<file path="src/hw/rtl/clr_pkg.sv">
// ----------------------------------------------------------------------------
// clr_pkg: shared types and constants for the command line receiver
// Holds the character codes, the command name table, the queue entry type
// and the back-end state encoding.
// ----------------------------------------------------------------------------
package clr_pkg;

  // Line buffer size and derived widths.
  localparam int LineMax  = 32;
  localparam int AddrW    = $clog2(LineMax);
  localparam int CntW     = $clog2(LineMax + 1);
  localparam int BytePosW = 6;
  localparam int IdxW     = 5;
  localparam int NameCount = 32;
  localparam int KeyLen   = 4;
  localparam int QDepth   = 2;

  // Character codes.
  localparam logic [7:0] ChCr   = 8'h0D;
  localparam logic [7:0] ChLow  = 8'h20;
  localparam logic [7:0] ChHigh = 8'h7E;

  // Command names, first character in the most significant byte.
  localparam logic [31:0] NameTable [NameCount] = '{
    "REQ ", "BUZ ", "SPD ", "LEFT", "RIGT", "HIBM", "FFOG", "RFOG",
    "LOBM", "ALS ", "POS ", "ABAG", "DRL ", "ABS ", "DUBL", "RPM ",
    "EPD ", "CGS ", "SBLT", "IGON", "PARK", "MBLT", "BRAK", "VATS",
    "REVE", "NUTR", "FUEL", "RADR", "RDSW", "PIN ", "PINA", "IMMO"
  };

  // One classified item passed from the front end to the back end.
  typedef struct packed {
    logic       is_cr;
    logic [7:0] ch;
  } cmd_t;

  // Queue status seen by both ends.
  typedef struct packed {
    logic full;
    logic empty;
  } q_stat_t;

  // Result of a name lookup.
  typedef struct packed {
    logic            hit;
    logic [IdxW-1:0] idx;
  } match_t;

  typedef enum logic [1:0] {
    BkIdle,
    BkRead,
    BkLoad
  } back_state_e;

  // Compares a key against every name; the names are distinct, so at most
  // one entry can hit and the index is the OR of the hitting indexes.
  function automatic match_t find_name(input logic [31:0] key);
    match_t m;
    m = '0;
    for (int i = 0; i < NameCount; i++) begin
      if (NameTable[i] == key) begin
        m.hit = 1'b1;
        m.idx = m.idx | IdxW'(i);
      end
    end
    return m;
  endfunction

endpackage

</file>
<file path="src/hw/rtl/clr_front.sv">
// ----------------------------------------------------------------------------
// clr_front: input classifier
// Accepts received characters and forwards carriage returns and printable
// bytes to the command queue; all other bytes are dropped here.
// ----------------------------------------------------------------------------
module clr_front import clr_pkg::*; (
  input  logic       s_axis_tvalid,
  output logic       s_axis_tready,
  input  logic [7:0] s_axis_tdata,   // rx_char[7:0]
  input  q_stat_t    q_stat_i,
  output logic       push_o,
  output cmd_t       push_cmd_o
);

  logic is_cr;
  logic is_print;

  // Classify the incoming character.
  assign is_cr    = (s_axis_tdata == ChCr);
  assign is_print = (s_axis_tdata >= ChLow) && (s_axis_tdata <= ChHigh);

  // Take an item whenever the queue has room; only useful ones are queued.
  assign s_axis_tready    = !q_stat_i.full;
  assign push_o           = s_axis_tvalid && s_axis_tready && (is_cr || is_print);
  assign push_cmd_o.is_cr = is_cr;
  assign push_cmd_o.ch    = s_axis_tdata;

endmodule

</file>
<file path="src/hw/rtl/clr_queue.sv">
// ----------------------------------------------------------------------------
// clr_queue: command queue
// A two-entry FIFO that decouples the classifier from the line engine.
// ----------------------------------------------------------------------------
module clr_queue import clr_pkg::*; (
  input  logic    clk_i,
  input  logic    rst_ni,
  input  logic    push_i,
  input  cmd_t    push_cmd_i,
  input  logic    pop_i,
  output cmd_t    head_o,
  output q_stat_t stat_o
);

  localparam int PtrW = $clog2(QDepth);

  cmd_t                  mem_q [QDepth];
  logic [PtrW-1:0]       wr_ptr_q, wr_ptr_d;
  logic [PtrW-1:0]       rd_ptr_q, rd_ptr_d;
  logic [$clog2(QDepth+1)-1:0] cnt_q, cnt_d;
  logic                  do_push;
  logic                  do_pop;

  assign stat_o.full  = (cnt_q == ($clog2(QDepth+1))'(QDepth));
  assign stat_o.empty = (cnt_q == '0);
  assign do_push      = push_i && !stat_o.full;
  assign do_pop       = pop_i && !stat_o.empty;
  assign head_o       = mem_q[rd_ptr_q];

  // Pointer and fill count updates.
  always_comb begin
    wr_ptr_d = wr_ptr_q;
    rd_ptr_d = rd_ptr_q;
    cnt_d    = cnt_q;
    if (do_push) begin
      wr_ptr_d = (wr_ptr_q == PtrW'(QDepth - 1)) ? '0 : wr_ptr_q + 1'b1;
    end
    if (do_pop) begin
      rd_ptr_d = (rd_ptr_q == PtrW'(QDepth - 1)) ? '0 : rd_ptr_q + 1'b1;
    end
    if (do_push && !do_pop) begin
      cnt_d = cnt_q + 1'b1;
    end else if (do_pop && !do_push) begin
      cnt_d = cnt_q - 1'b1;
    end
  end

  always_ff @(posedge clk_i or negedge rst_ni) begin
    if (!rst_ni) begin
      wr_ptr_q <= '0;
      rd_ptr_q <= '0;
      cnt_q    <= '0;
    end else begin
      wr_ptr_q <= wr_ptr_d;
      rd_ptr_q <= rd_ptr_d;
      cnt_q    <= cnt_d;
    end
  end

  // Entry storage.
  always_ff @(posedge clk_i) begin
    if (do_push) begin
      mem_q[wr_ptr_q] <= push_cmd_i;
    end
  end

endmodule

</file>
<file path="src/hw/rtl/clr_back.sv">
// ----------------------------------------------------------------------------
// clr_back: line engine
// Stores printable characters, looks up the command name on a carriage
// return and streams a matched line out of the line store byte by byte.
// ----------------------------------------------------------------------------
module clr_back import clr_pkg::*; (
  input  logic                clk_i,
  input  logic                rst_ni,
  input  cmd_t                head_i,
  input  q_stat_t             q_stat_i,
  output logic                pop_o,
  output logic                m_axis_tvalid,
  input  logic                m_axis_tready,
  output logic [15:0]         m_axis_tdata,  // line_byte[7:0], byte_pos[13:8], zero[15:14]
  output logic [IdxW-1:0]     m_axis_tuser,  // cmd_index[4:0]
  output logic                m_axis_tlast   // last
);

  back_state_e           state_q, state_d;
  logic [7:0]            line_mem [LineMax];
  logic [7:0]            rd_data_q;
  logic [CntW-1:0]       count_q;
  logic [KeyLen-1:0][7:0] key_q;
  logic [IdxW-1:0]       idx_q;
  logic [CntW-1:0]       len_q;
  logic [CntW-1:0]       pos_q;
  logic                  out_valid_q;
  logic [7:0]            out_byte_q;
  logic [BytePosW-1:0]   out_pos_q;
  logic [IdxW-1:0]       out_idx_q;
  logic                  out_last_q;

  logic   out_free;
  logic   is_last;
  logic   take_char;
  logic   take_cr;
  logic   line_ok;
  logic   rd_en;
  logic   load;
  match_t match;

  // Name lookup on the first four stored characters.
  assign match     = find_name({key_q[0], key_q[1], key_q[2], key_q[3]});
  assign out_free  = !out_valid_q || m_axis_tready;
  assign is_last   = (pos_q == len_q - 1'b1);
  assign take_char = pop_o && !head_i.is_cr;
  assign take_cr   = pop_o && head_i.is_cr;
  assign line_ok   = (count_q >= CntW'(KeyLen)) && match.hit;

  // Next state.
  always_comb begin
    state_d = state_q;
    case (state_q)
      BkIdle: begin
        if (!q_stat_i.empty && head_i.is_cr && line_ok) begin
          state_d = BkRead;
        end
      end
      BkRead: begin
        state_d = BkLoad;
      end
      BkLoad: begin
        if (out_free) begin
          state_d = is_last ? BkIdle : BkRead;
        end
      end
      default: begin
        state_d = BkIdle;
      end
    endcase
  end

  // State outputs.
  always_comb begin
    pop_o = 1'b0;
    rd_en = 1'b0;
    load  = 1'b0;
    case (state_q)
      BkIdle: begin
        pop_o = !q_stat_i.empty;
      end
      BkRead: begin
        rd_en = 1'b1;
      end
      BkLoad: begin
        load = out_free;
      end
      default: begin
        pop_o = 1'b0;
      end
    endcase
  end

  // Control registers: state, fill count and output valid.
  always_ff @(posedge clk_i or negedge rst_ni) begin
    if (!rst_ni) begin
      state_q     <= BkIdle;
      count_q     <= '0;
      out_valid_q <= 1'b0;
    end else begin
      state_q <= state_d;
      if (take_cr) begin
        count_q <= '0;
      end else if (take_char && (count_q < CntW'(LineMax))) begin
        count_q <= count_q + 1'b1;
      end
      if (load) begin
        out_valid_q <= 1'b1;
      end else if (m_axis_tready) begin
        out_valid_q <= 1'b0;
      end
    end
  end

  // Line store: written as characters arrive, read one byte per emission.
  always_ff @(posedge clk_i) begin
    if (take_char && (count_q < CntW'(LineMax))) begin
      line_mem[count_q[AddrW-1:0]] <= head_i.ch;
    end
    if (rd_en) begin
      rd_data_q <= line_mem[pos_q[AddrW-1:0]];
    end
  end

  // Payload registers: name key, emission bookkeeping and output item.
  always_ff @(posedge clk_i) begin
    if (take_char && (count_q < CntW'(KeyLen))) begin
      key_q[count_q[$clog2(KeyLen)-1:0]] <= head_i.ch;
    end
    if (take_cr && line_ok) begin
      idx_q <= match.idx;
      len_q <= count_q;
      pos_q <= '0;
    end else if (load) begin
      pos_q <= pos_q + 1'b1;
    end
    if (load) begin
      out_byte_q <= rd_data_q;
      out_pos_q  <= BytePosW'(pos_q);
      out_idx_q  <= idx_q;
      out_last_q <= is_last;
    end
  end

  assign m_axis_tvalid = out_valid_q;
  assign m_axis_tdata  = {2'b00, out_pos_q, out_byte_q};
  assign m_axis_tuser  = out_idx_q;
  assign m_axis_tlast  = out_last_q;

endmodule

</file>
<file path="src/hw/rtl/command_line_receiver.sv">
// ----------------------------------------------------------------------------
// command_line_receiver: serial command keyword recognizer
// Collects a text line and emits it, tagged with its command index, when its
// first four characters name a known command.
// ----------------------------------------------------------------------------
// A character is accepted whenever the two-entry command queue
// has room; printable characters (0x20..0x7E) are stored up to 32 per line,
// other bytes except carriage return are dropped. The line engine retires one
// stored character per cycle while it is not sending a line. On a carriage
// return the command name is checked combinationally; a matching line is then
// streamed out byte by byte, each byte read from the registered line store
// (BkRead) and then loaded into the output register (BkLoad), where the engine
// waits while the previous byte is held by a low tready. Meanwhile at most two
// more characters are taken into the queue; after that tready stays low until
// the line has been sent. Output bytes carry the command index on tuser, the
// byte and its position on tdata, and tlast on the final byte.
// ----------------------------------------------------------------------------
module command_line_receiver import clr_pkg::*; (
  input  logic            clk_i,
  input  logic            rst_ni,
  input  logic            s_axis_tvalid_i,
  output logic            s_axis_tready_o,
  input  logic [7:0]      s_axis_tdata_i,   // rx_char[7:0]
  output logic            m_axis_tvalid_o,
  input  logic            m_axis_tready_i,
  output logic [15:0]     m_axis_tdata_o,   // line_byte[7:0], byte_pos[13:8], zero[15:14]
  output logic [IdxW-1:0] m_axis_tuser_o,   // cmd_index[4:0]
  output logic            m_axis_tlast_o    // last
);

  logic    push;
  cmd_t    push_cmd;
  logic    pop;
  cmd_t    head;
  q_stat_t q_stat;

  // Classifier.
  clr_front u_front (
    .s_axis_tvalid (s_axis_tvalid_i),
    .s_axis_tready (s_axis_tready_o),
    .s_axis_tdata  (s_axis_tdata_i),
    .q_stat_i      (q_stat),
    .push_o        (push),
    .push_cmd_o    (push_cmd)
  );

  // Decoupling queue.
  clr_queue u_queue (
    .clk_i      (clk_i),
    .rst_ni     (rst_ni),
    .push_i     (push),
    .push_cmd_i (push_cmd),
    .pop_i      (pop),
    .head_o     (head),
    .stat_o     (q_stat)
  );

  // Line engine.
  clr_back u_back (
    .clk_i         (clk_i),
    .rst_ni        (rst_ni),
    .head_i        (head),
    .q_stat_i      (q_stat),
    .pop_o         (pop),
    .m_axis_tvalid (m_axis_tvalid_o),
    .m_axis_tready (m_axis_tready_i),
    .m_axis_tdata  (m_axis_tdata_o),
    .m_axis_tuser  (m_axis_tuser_o),
    .m_axis_tlast  (m_axis_tlast_o)
  );

  // The queue can never report full and empty together.
  assert property (@(posedge clk_i) disable iff (!rst_ni)
    !(q_stat.full && q_stat.empty))
    else $error("command queue reports full and empty at once");

  // An emitted line always holds at least the four name characters.
  assert property (@(posedge clk_i) disable iff (!rst_ni)
    (m_axis_tvalid_o && m_axis_tlast_o) |-> (m_axis_tdata_o[13:8] >= 6'd3))
    else $error("line ended before the command name was complete");

  // A byte that is not the last one cannot sit at the final buffer position.
  assert property (@(posedge clk_i) disable iff (!rst_ni)
    (m_axis_tvalid_o && !m_axis_tlast_o) |-> (m_axis_tdata_o[13:8] < 6'(LineMax - 1)))
    else $error("line continues past the end of the line store");

endmodule

</file>
<file path="config.mk">
export PLATFORM = sky130hd
export DESIGN_NAME = command_line_receiver
export DESIGN_NICKNAME = d
export VERILOG_FILES = /design/src/hw/rtl/clr_pkg.sv /design/src/hw/rtl/clr_front.sv /design/src/hw/rtl/clr_queue.sv /design/src/hw/rtl/clr_back.sv /design/src/hw/rtl/command_line_receiver.sv
export SDC_FILE = /design/constraint.sdc
export NUM_CORES = 1
export LEC_CHECK = 0
export BUFFER_PORTS_ARGS = -buffer_cell sky130_fd_sc_hd__buf_2
export CORE_MARGIN = 10
export CORE_UTILIZATION = 55
export CTS_CLUSTER_SIZE = 10
export DETAILED_ROUTE_END_ITERATION = 16
export GPL_ROUTABILITY_DRIVEN = 0
export PLACE_DENSITY = 0.74
export SYNTH_ARGS = -nofsm -noshare
export SYNTH_HDL_FRONTEND = slang
export SYNTH_SLANG_ARGS = --single-unit
</file>
<file path="constraint.sdc">
create_clock -name clk_i -period 7.54 [get_ports clk_i]
set_clock_uncertainty 0.15 [all_clocks]
set_input_delay 0.754 -clock clk_i [delete_from_list [all_inputs] [get_ports clk_i]]
set_output_delay 0.754 -clock clk_i [all_outputs]
set_load 0.005 [all_outputs]
</file>
==> results of run 1 <==
[placed cells by master, fill, tap and decap left out, types with 3 or more instances in the layout]
| cell type | instances |
|---|---|
| edfxtp_1 | 345 |
| mux4_2 | 80 |
| nor2_1 | 70 |
| clkbuf_16 | 42 |
| nand2_1 | 35 |
| buf_2 | 33 |
| nand3_1 | 31 |
| clkbuf_1 | 25 |
| nor4_1 | 18 |
| mux2_2 | 17 |
| nand4_1 | 15 |
| nor2b_1 | 15 |
| nor3_1 | 14 |
| xor2_1 | 13 |
| dfrtp_1 | 13 |
| xnor2_1 | 9 |
| nand2b_1 | 7 |
| ha_1 | 7 |
| inv_1 | 6 |
| or3_1 | 5 |
| o21ai_0 | 5 |
| and2_1 | 5 |
| and4b_1 | 5 |
| and4_1 | 5 |
| nand4b_1 | 4 |
| a21oi_1 | 4 |
| nor4bb_1 | 4 |
| nor4b_2 | 4 |
| or4_1 | 4 |
| buf_4 | 4 |
| dfxtp_1 | 4 |
| nand3b_1 | 3 |
| nor4b_4 | 3 |
[worst max path at each step]
stage | start | to | slack [ps] | cells after the start
5_1_grt | u_back.key_q[21] | u_back.idx_q[1] | 3600 | 6
4_1_cts | u_back.key_q[21] | u_back.idx_q[1] | 4010 | 6
6_report | u_back.key_q[21] | u_back.idx_q[1] | 3970 | 6
3_3_place_gp | u_back.key_q[21] | u_back.len_q[3] | 4080 | 6
2_1_floorplan | u_back.key_q[12] | u_back.idx_q[0] | 4800 | 6
3_5_place_dp | u_back.key_q[21] | u_back.len_q[4] | 4020 | 6
[sequential cells by signal, indices dropped and copies added (netlist names)]
name	cells
u_back.m_axis_tlast	1
u_back.count_q	6
u_back.rd_data_q	8
u_back.m_axis_tvalid	1
u_back.out_pos_q	6
u_back.pos_q	6
u_back.m_axis_tuser	5
u_back.state_q	2
u_queue.cnt_q	2
u_back.len_q	6
u_queue.mem_q	18
u_back.out_byte_q	8
u_queue.wr_ptr_q	1
u_queue.rd_ptr_q	1
u_back.line_mem	256
u_back.key_q	32
u_back.idx_q	5
[cell families (layout without fill, tap and decap cells)]
family / count (synthesis) / after routing
adders and majority gates: 7 / 7
DFF: 364 / 364
other: 1 / 2
and+or+nand+nor: 264 / 264
buffers and inverters: 39 / 115
muxes: 98 / 98
AOI/OAI and AO/OA: 29 / 29
xor gates and xnor gates: 22 / 22
[per-layer routing]
| metal | GRT usage (%) | vias up |
|---|---|---|
| li1 | - | 3462 |
| met1 | 27.0 | 4096 |
| met2 | 30.3 | 464 |
| met3 | 3.82 | 106 |
| met4 | 6.50 | 0 |
| met5 | 0 | - |
[layout make-up]
| cell class | instances | area (um2) |
|---|---|---|
| fillers | 1822 | 10200 |
| flip-flops and latches | 364 | 10800 |
| clock inverters | 4 | 63.8 |
| repair buffers | 38 | 205 |
| inverters | 6 | 22.5 |
| multi-input cells | 422 | 4070 |
| well taps | 341 | 427 |
| clock buffers | 67 | 1140 |
[report_power, final]
part           total, mW  switching, mW  internal (mW)  leakage (nW)
logic               1.23          0.660          0.571          1.35
clock network       1.79          0.744           1.04         0.574
registers           2.68          0.177           2.50          3.33
total               5.70           1.58           4.11          5.25
[timing repair]
action                                 in CTS  in global routing
hold buffers                                1                  0
gates resized for setup                     0                  0
endpoints found under the hold margin      13                  0
==> reports/qor.yml, run 1 <==
sta:
  whs_ps: 272
  slew_viol_final: 0
  hold_violations: 0
  layout_min_cycle_time_ps: 3570
  layout_setup_ws_ps: 3970
  final-setup-viol-count: 0
  fmax_ghz: 0.280
  worst_pin_slew_ps: 1240
  rsz0062_at_grt: "no"
  relSlewSlack_pct: 17.5
  fin_tns_setup_ps: 0
  layout_worst_path_cycle_share_pct: 47.3
critical_path:
  worstSetupEndpointType: "flip-flop"
  worstPathCellList: "nor4bb_1 -> nand4_1 -> or4_1 -> o211ai_1 -> a2111oi_4 -> a31oi_4"
  reg2reg_slack_ps: 3970
  r2r-start: "u_back.key_q[21]"
  cp_num_buf_inv: 0
  slowest_delay_ps: 860
  startpoint_type: "flip-flop"
  crit_type: "reg -> reg"
  arrival_ps: 3580
  crit_family: "simple AND/OR/NAND/NOR gates"
  critPathMaxFanout: 18
  r2r-end: "u_back.idx_q[1]"
  critical-path-slowest-cell: "nor4bb_1"
  reg2regPathDepth: 6
  required_ps: 7550
placed_design:
  pre_cts_slack_ps: 4020
  dp_hpwl_um: 19800
  port_buffers: 33
  dpl.cell_count: 1170
  placed_cell_area_um2: 15500
floorplanning:
  initial_core_util_pct: 55.8
  rows: 60
  ioPinCount: 36
  die_area_um2: 34300
  fp.dieH_um: 185
  die_w_um: 185
  core_um2: 27000
route:
  drtPass1Iterations: 8
  wl_met2_um: 15300
  wl_met3_um: 2720
  wl_um: 32200
  drc_errors: 0
  vias: 8128
  ant_nets: 0
  highest_layer: "met4"
  viasPerCell: 6.54
  wl_met1_um: 13200
  wire_per_inst_um: 25.9
  drtIter0Drc: 1082
synth:
  synth_cells: 824
  synth.cell_area_um2: 15000
  ys_seq_area_share_pct: 71.9
  synth_top_area_share_pct: 68.9
  yosysMostFrequentCell: "edfxtp_1"
  synth_area_leaders: "edfxtp_1 (69%), mux4_2 (12%), dfrtp_1 (2.2%), nor2_1 (1.7%), mux2_2 (1.3%)"
  synth_area_per_cell_um2: 18.2
  synth-edff-count: 345
  synthTopCellsByCount: "edfxtp_1 (345), mux4_2 (80), nor2_1 (70)"
  ys_async_sr_fraction_pct: 3.57
  yosys.area_share.simple_pct: 10.2
  ys.flop_type: "edfxtp_1"
  synth_xor_xnor_area_share_pct: 1.28
  synth_top_family_by_area: "multiplexers"
  synth_mux_area_share_pct: 13.3
  yosysTopAreaCell: "edfxtp_1"
  synthAdderAreaFrac_pct: 0.583
  yosysUniqueCellTypes: 67
  yosysWarnings: 0
  ys_ff_latch: 364
  synth_compound_area_share_pct: 1.58
clock_tree:
  clkSinkCount: 364
  clock_latency_ps: 540
  cts_buffers: 42
  cts_tree: "built"
  post_cts_buffers: 0
  cts_root_buf: "clkbuf_16"
  cts_max_level: 2
  clockBufferDepth: 3
  path_clk_slew_ps: 50
layout:
  drive_gt1_share_pct: 22.6
  nets: 893
  diodes: 0
  fin_cells: 1242
  final_area_um2: 16700
  syn_to_final_growth_pct: 11.4
  final_util_pct: 62.1
worst_hold_path:
  min_from: "u_back.idx_q[1]"
  hold_path_depth: 0
  min_delay_worst_endpoint: "u_back.m_axis_tuser[1]"
  worstHoldPathType: "reg -> reg"
pwr:
  p_per_area_nw_per_um2: 340
  total_power_mw: 5.70
  p_leak_nw: 5.25
  ir_worst_vdd_uv: 160
run:
  maxCapViolCount: 0
grt:
  grt-ovfl-total: 0
  antenna_found_initial: 0
  grt_usage_pct: 19.4
  grt_pass1_vias: 8072
  grt_max_degree: 44
  grt_pass1_wl_um: 50100
run_status:
  status: "completed"
No activity file was read; power rests on OpenSTA's default activity.
==> run 2, diff against run 1 <==
--- a/config.mk
+++ b/config.mk
@@ -11,7 +11,7 @@
 export CTS_CLUSTER_SIZE = 10
 export DETAILED_ROUTE_END_ITERATION = 16
 export GPL_ROUTABILITY_DRIVEN = 0
-export PLACE_DENSITY = 0.74
+export PLACE_DENSITY = 0.77
 export SYNTH_ARGS = -nofsm -noshare
 export SYNTH_HDL_FRONTEND = slang
 export SYNTH_SLANG_ARGS = --single-unit
==> constraint.sdc (replaced) <==
create_clock -name clk_i -period 2.9 [get_ports clk_i]
set_clock_uncertainty 0.15 [all_clocks]
set_input_delay 0.29 -clock clk_i [delete_from_list [all_inputs] [get_ports clk_i]]
set_output_delay 0.29 -clock clk_i [all_outputs]
set_load 0.005 [all_outputs]
==> reports/qor.yml, run 2 (synthesized netlist as in run 1, its figures left out) <==
run_status:
  status: "completed"
critical_path:
  crit_type: "reg -> reg"
  reg2regPathDepth: 7
  worstSetupEndpointType: "flip-flop"
  worstPathCellList: "nor4_2 -> nand2_1 -> nor4_1 -> nor2_1 -> o2111a_1 -> a31oi_4 -> buf_12"
  arrival_ps: 2910
  required_ps: 2980
  critical-path-slowest-cell: "nor4_1"
  startpoint_type: "flip-flop"
  slowest_delay_ps: 480
  critPathMaxFanout: 18
  crit_cells: 7
  crit_family: "simple AND/OR/NAND/NOR gates"
  cp_num_buf_inv: 1
clock_tree:
  clkSinkCount: 364
  cts_buffers: 42
  clockBufferDepth: 3
  cts_tree: "built"
  path_clk_slew_ps: 60
  cts_root_buf: "clkbuf_16"
  clock_latency_ps: 540
  cts_max_level: 2
floorplanning:
  die_w_um: 185
  initial_core_util_pct: 55.8
  rows: 60
  ioPinCount: 36
  fp.dieH_um: 185
  core_um2: 27000
  die_area_um2: 34300
sta:
  layout_min_cycle_time_ps: 2830
  fmax_ghz: 0.353
  rsz0062_at_grt: "no"
  final-setup-viol-count: 0
  relSlewSlack_pct: 39.4
  worst_pin_slew_ps: 907
  hold_violations: 0
  slew_viol_final: 0
  layout_worst_path_cycle_share_pct: 97.6
  fin_tns_setup_ps: 0
worst_hold_path:
  worstHoldPathType: "in -> async"
grt:
  grt_usage_pct: 19.9
  grt_pass1_vias: 8544
  grt_pass1_wl_um: 51600
  grt-ovfl-total: 0
  antenna_found_initial: 1
  grt_max_degree: 42
pwr:
  ir_worst_vdd_uv: 489
  p_per_area_nw_per_um2: 868
  p_leak_nw: 5.74
layout:
  drive_gt1_share_pct: 28.9
  syn_to_final_growth_pct: 16.6
  final_cell_mix: "edfxtp_1 (345), mux4_2 (80), nor2_1 (70)"
  final_util_pct: 65.0
  largest_register_ffs: 256
  mostFrequentLayoutCell: "edfxtp_1"
  nets: 972
route:
  vias: 8514
  wire_per_inst_um: 25.5
  viasPerCell: 6.45
  drtPass1Iterations: 9
  ant_nets: 0
  wl_um: 33700
  drtIter0Drc: 1260
  drc_errors: 0
placed_design:
  dp_hpwl_um: 20300
  port_buffers: 33
run:
  maxCapViolCount: 0
-- run 2: changes by cell type in the layout (fill, tap and decap cells not counted), sizes merged --
| cell | change |
|---|---|
| buf | +70 |
| diode | +1 |
| clkbuf | -1 |
| clkinvlp | -1 |
| dlygate4sd3 | +9 |
| clkinv | -1 |
-- run 2: worst reg2reg max path, stage by stage, from the launching register on --
cell,delay [ps]
edfxtp_1,410
nor4_2,420
nand2_1,290
nor4_1,480
nor2_1,120
o2111a_1,280
a31oi_4,200
buf_12,180
-- run 2: where the power goes --
group | internal [mW] | switching, mW | leakage [nW]
Combinational | 1.73 | 2.06 | 1.82
Sequential | 6.49 | 0.256 | 3.33
Clock | 2.78 | 1.90 | 0.583
Total | 11.0 | 4.21 | 5.74
-- run 2: layer usage --
layer	routed length, um	share of wire (%)	track usage (%)
met5	0	0	0
met4	1250	3.7	7.67
met3	2910	8.6	4.21
met2	16400	49	31.8
met1	13100	39	26.1
-- run 2: layout make-up --
class	instances	area, um2
Tap cell	341	427
Clock inverter	2	28.8
Fill cell	1718	9430
Antenna cell	1	2.50
Multi-Input combinational cell	422	4130
Inverter	6	22.5
Timing Repair Buffer	117	921
Clock buffer	66	1180
Sequential cell	364	10800
-- run 2: worst paths after layout --
check	slack, ps	start	endpoint
min in group clk_i	150	s_axis_tvalid_i	u_queue.wr_ptr_q
max reg2reg	70	u_back.key_q[24]	u_back.len_q[1]
min reg2reg	270	u_back.rd_data_q[1]	u_back.out_byte_q[1]
max in group asynchronous	2290	rst_ni	u_back.state_q[0]
min	40	rst_ni	u_back.count_q[3]
max	70	u_back.key_q[24]	u_back.len_q[1]
-- run 2: per-stage QoR --
stage | hold WS (ps) | setup WS [ps] | power [mW] | instance area (um2) | std cells
detailed placement | 56.4 | 73.7 | 10.6 | 16100 | 1236
finish | 43.6 | 69.0 | 15.2 | 17500 | 1319
global route | 76.6 | 1.17 | 15.8 | 17500 | 1318
CTS | 34.1 | 64.9 | 15.3 | 17400 | 1314
global placement | 49.5 | 93.7 | 10.5 | 16100 | 1236
floorplan | -156 | 156 | 9.20 | 15000 | 825
-- run 2: what timing repair did --
action,in CTS,in global routing
gates resized for setup,0,10
setup buffers,0,4
endpoints found under the setup margin,0,18
hold buffers,10,0
endpoints found under the hold margin,33,0
==> run 3, diff against run 2 <==
--- a/config.mk
+++ b/config.mk
@@ -7,11 +7,11 @@
 export LEC_CHECK = 0
 export BUFFER_PORTS_ARGS = -buffer_cell sky130_fd_sc_hd__buf_2
 export CORE_MARGIN = 10
-export CORE_UTILIZATION = 55
+export CORE_UTILIZATION = 56
 export CTS_CLUSTER_SIZE = 10
 export DETAILED_ROUTE_END_ITERATION = 16
 export GPL_ROUTABILITY_DRIVEN = 0
-export PLACE_DENSITY = 0.77
+export PLACE_DENSITY = 0.78
 export SYNTH_ARGS = -nofsm -noshare
 export SYNTH_HDL_FRONTEND = slang
 export SYNTH_SLANG_ARGS = --single-unit
==> reports/qor.yml, run 3 (synthesized netlist as in run 1, its figures left out) <==
critical_path:
  crit_type: "reg -> reg"
  critPathMaxFanout: 18
  arrival_ps: 2980
  required_ps: 3000
  startpoint_type: "flip-flop"
  reg2reg_slack_ps: 20
  worstSetupEndpointType: "flip-flop"
layout:
  drive_gt1_share_pct: 29.4
  final_cell_mix: "edfxtp_1 (345), mux4_2 (80), buf_4 (77)"
  largest_register_ffs: 256
  nets: 981
  mostFrequentLayoutCell: "edfxtp_1"
  fillers: 1606
  syn_to_final_growth_pct: 16.9
  final_area_um2: 17600
  diodes: 0
  final_util_pct: 67.0
route:
  viasPerCell: 6.49
  ant_nets: 0
  drtPass1Iterations: 9
  vias: 8603
  wire_per_inst_um: 26.0
  drc_errors: 0
  wl_um: 34500
  drtIter0Drc: 1234
grt:
  grt_pass1_wl_um: 52000
  grt_pass1_vias: 8741
  antenna_found_initial: 1
  grt_max_degree: 45
  grt-ovfl-total: 0
  grt_usage_pct: 20.4
clock_tree:
  clock_latency_ps: 550
  cts_root_buf: "clkbuf_16"
  clockBufferDepth: 3
  path_clk_slew_ps: 60
  cts_buffers: 42
  cts_tree: "built"
  clkSinkCount: 364
  cts_max_level: 2
sta:
  final-setup-viol-count: 0
  layout_worst_path_cycle_share_pct: 99.2
  layout_setup_ws_ps: 24.6
  fin_tns_setup_ps: 0
  layout_min_cycle_time_ps: 2880
  worst_pin_slew_ps: 882
  hold_violations: 0
  slew_viol_final: 0
  fmax_ghz: 0.348
  relSlewSlack_pct: 41.1
floorplanning:
  core_um2: 26200
  rows: 59
  die_area_um2: 33800
  ioPinCount: 36
  initial_core_util_pct: 57.3
  die_w_um: 184
  fp.dieH_um: 184
worst_hold_path:
  worstHoldPathType: "in -> async"
pwr:
  p_leak_nw: 5.76
  ir_worst_vdd_uv: 462
  p_per_area_nw_per_um2: 866
placed_design:
  dp_hpwl_um: 20800
  port_buffers: 33
  pre_cts_slack_ps: 135
  placed_cell_area_um2: 16100
run:
  maxCapViolCount: 0
run_status:
  status: "completed"
-- run 3: area by class of cell --
cell class | count | area (um2) | area share, %
Clock buffer | 68 | 1160 | 6.59
Clock inverter | 4 | 60.1 | 0.342
Inverter | 6 | 22.5 | 0.128
Multi-Input combinational cell | 422 | 4150 | 23.6
Sequential cell | 364 | 10800 | 61.5
Tap cell | 335 | 419 | 2.39
Timing Repair Buffer | 126 | 955 | 5.43
-- run 3: stage by stage --
stage | power [mW] | std cells | hold slack (ps)
finish | 15.2 | 1325 | 47.6
global route | 15.8 | 1325 | 71.2
floorplan | 9.20 | 825 | -156
global placement | 10.5 | 1239 | 50.1
detailed placement | 10.6 | 1239 | 54.3
CTS | 15.3 | 1321 | 14.5
-- run 3: final timing paths --
| path | start | to | cells past startpoint |
|---|---|---|---|
| min in group clk_i | s_axis_tvalid_i | u_queue.wr_ptr_q | 4 |
| min reg2reg | u_back.rd_data_q[1] | u_back.out_byte_q[1] | 0 |
| max | u_back.key_q[21] | u_back.len_q[0] | 9 |
| max in group asynchronous | rst_ni | u_queue.wr_ptr_q | 2 |
| min | rst_ni | u_back.count_q[4] | 2 |
| max reg2reg | u_back.key_q[21] | u_back.len_q[0] | 9 |
-- run 3: worst max-delay path, stage by stage, from the launching register on --
cell             delay [ps]
edfxtp_1                480
nor4b_4                 340
clkdlybuf4s15_2         300
buf_4                   120
nand3_1                  70
nor3_1                  420
a211oi_1                120
o2111a_1                200
a31oi_4                 190
buf_12                  180
-- run 3: per-layer routing --
layer  vias to the layer above  part of all wire (%)  track usage, %
li1                       3631                     -               -
met1                      4293                    39            26.4
met2                       537                    49            33.6
met3                       140                   9.1            4.31
met4                         2                   3.3            7.54
met5                         -                 0.038               0
-- run 3: repair_timing --
action | in CTS | in global routing
hold endpoints to repair | 33 | 0
resized for setup | 0 | 12
hold buffers | 10 | 0
endpoints found under the setup margin | 0 | 18
buffers inserted | 0 | 3
-- run 3: power by group --
group          total [mW]  internal (mW)  switching [mW]  leakage, nW
sequential           6.77           6.49           0.278         3.33
combinational        3.74           1.68            2.05         1.85
clock                4.71           2.74            1.97        0.582
total                15.2           10.9            4.30         5.76
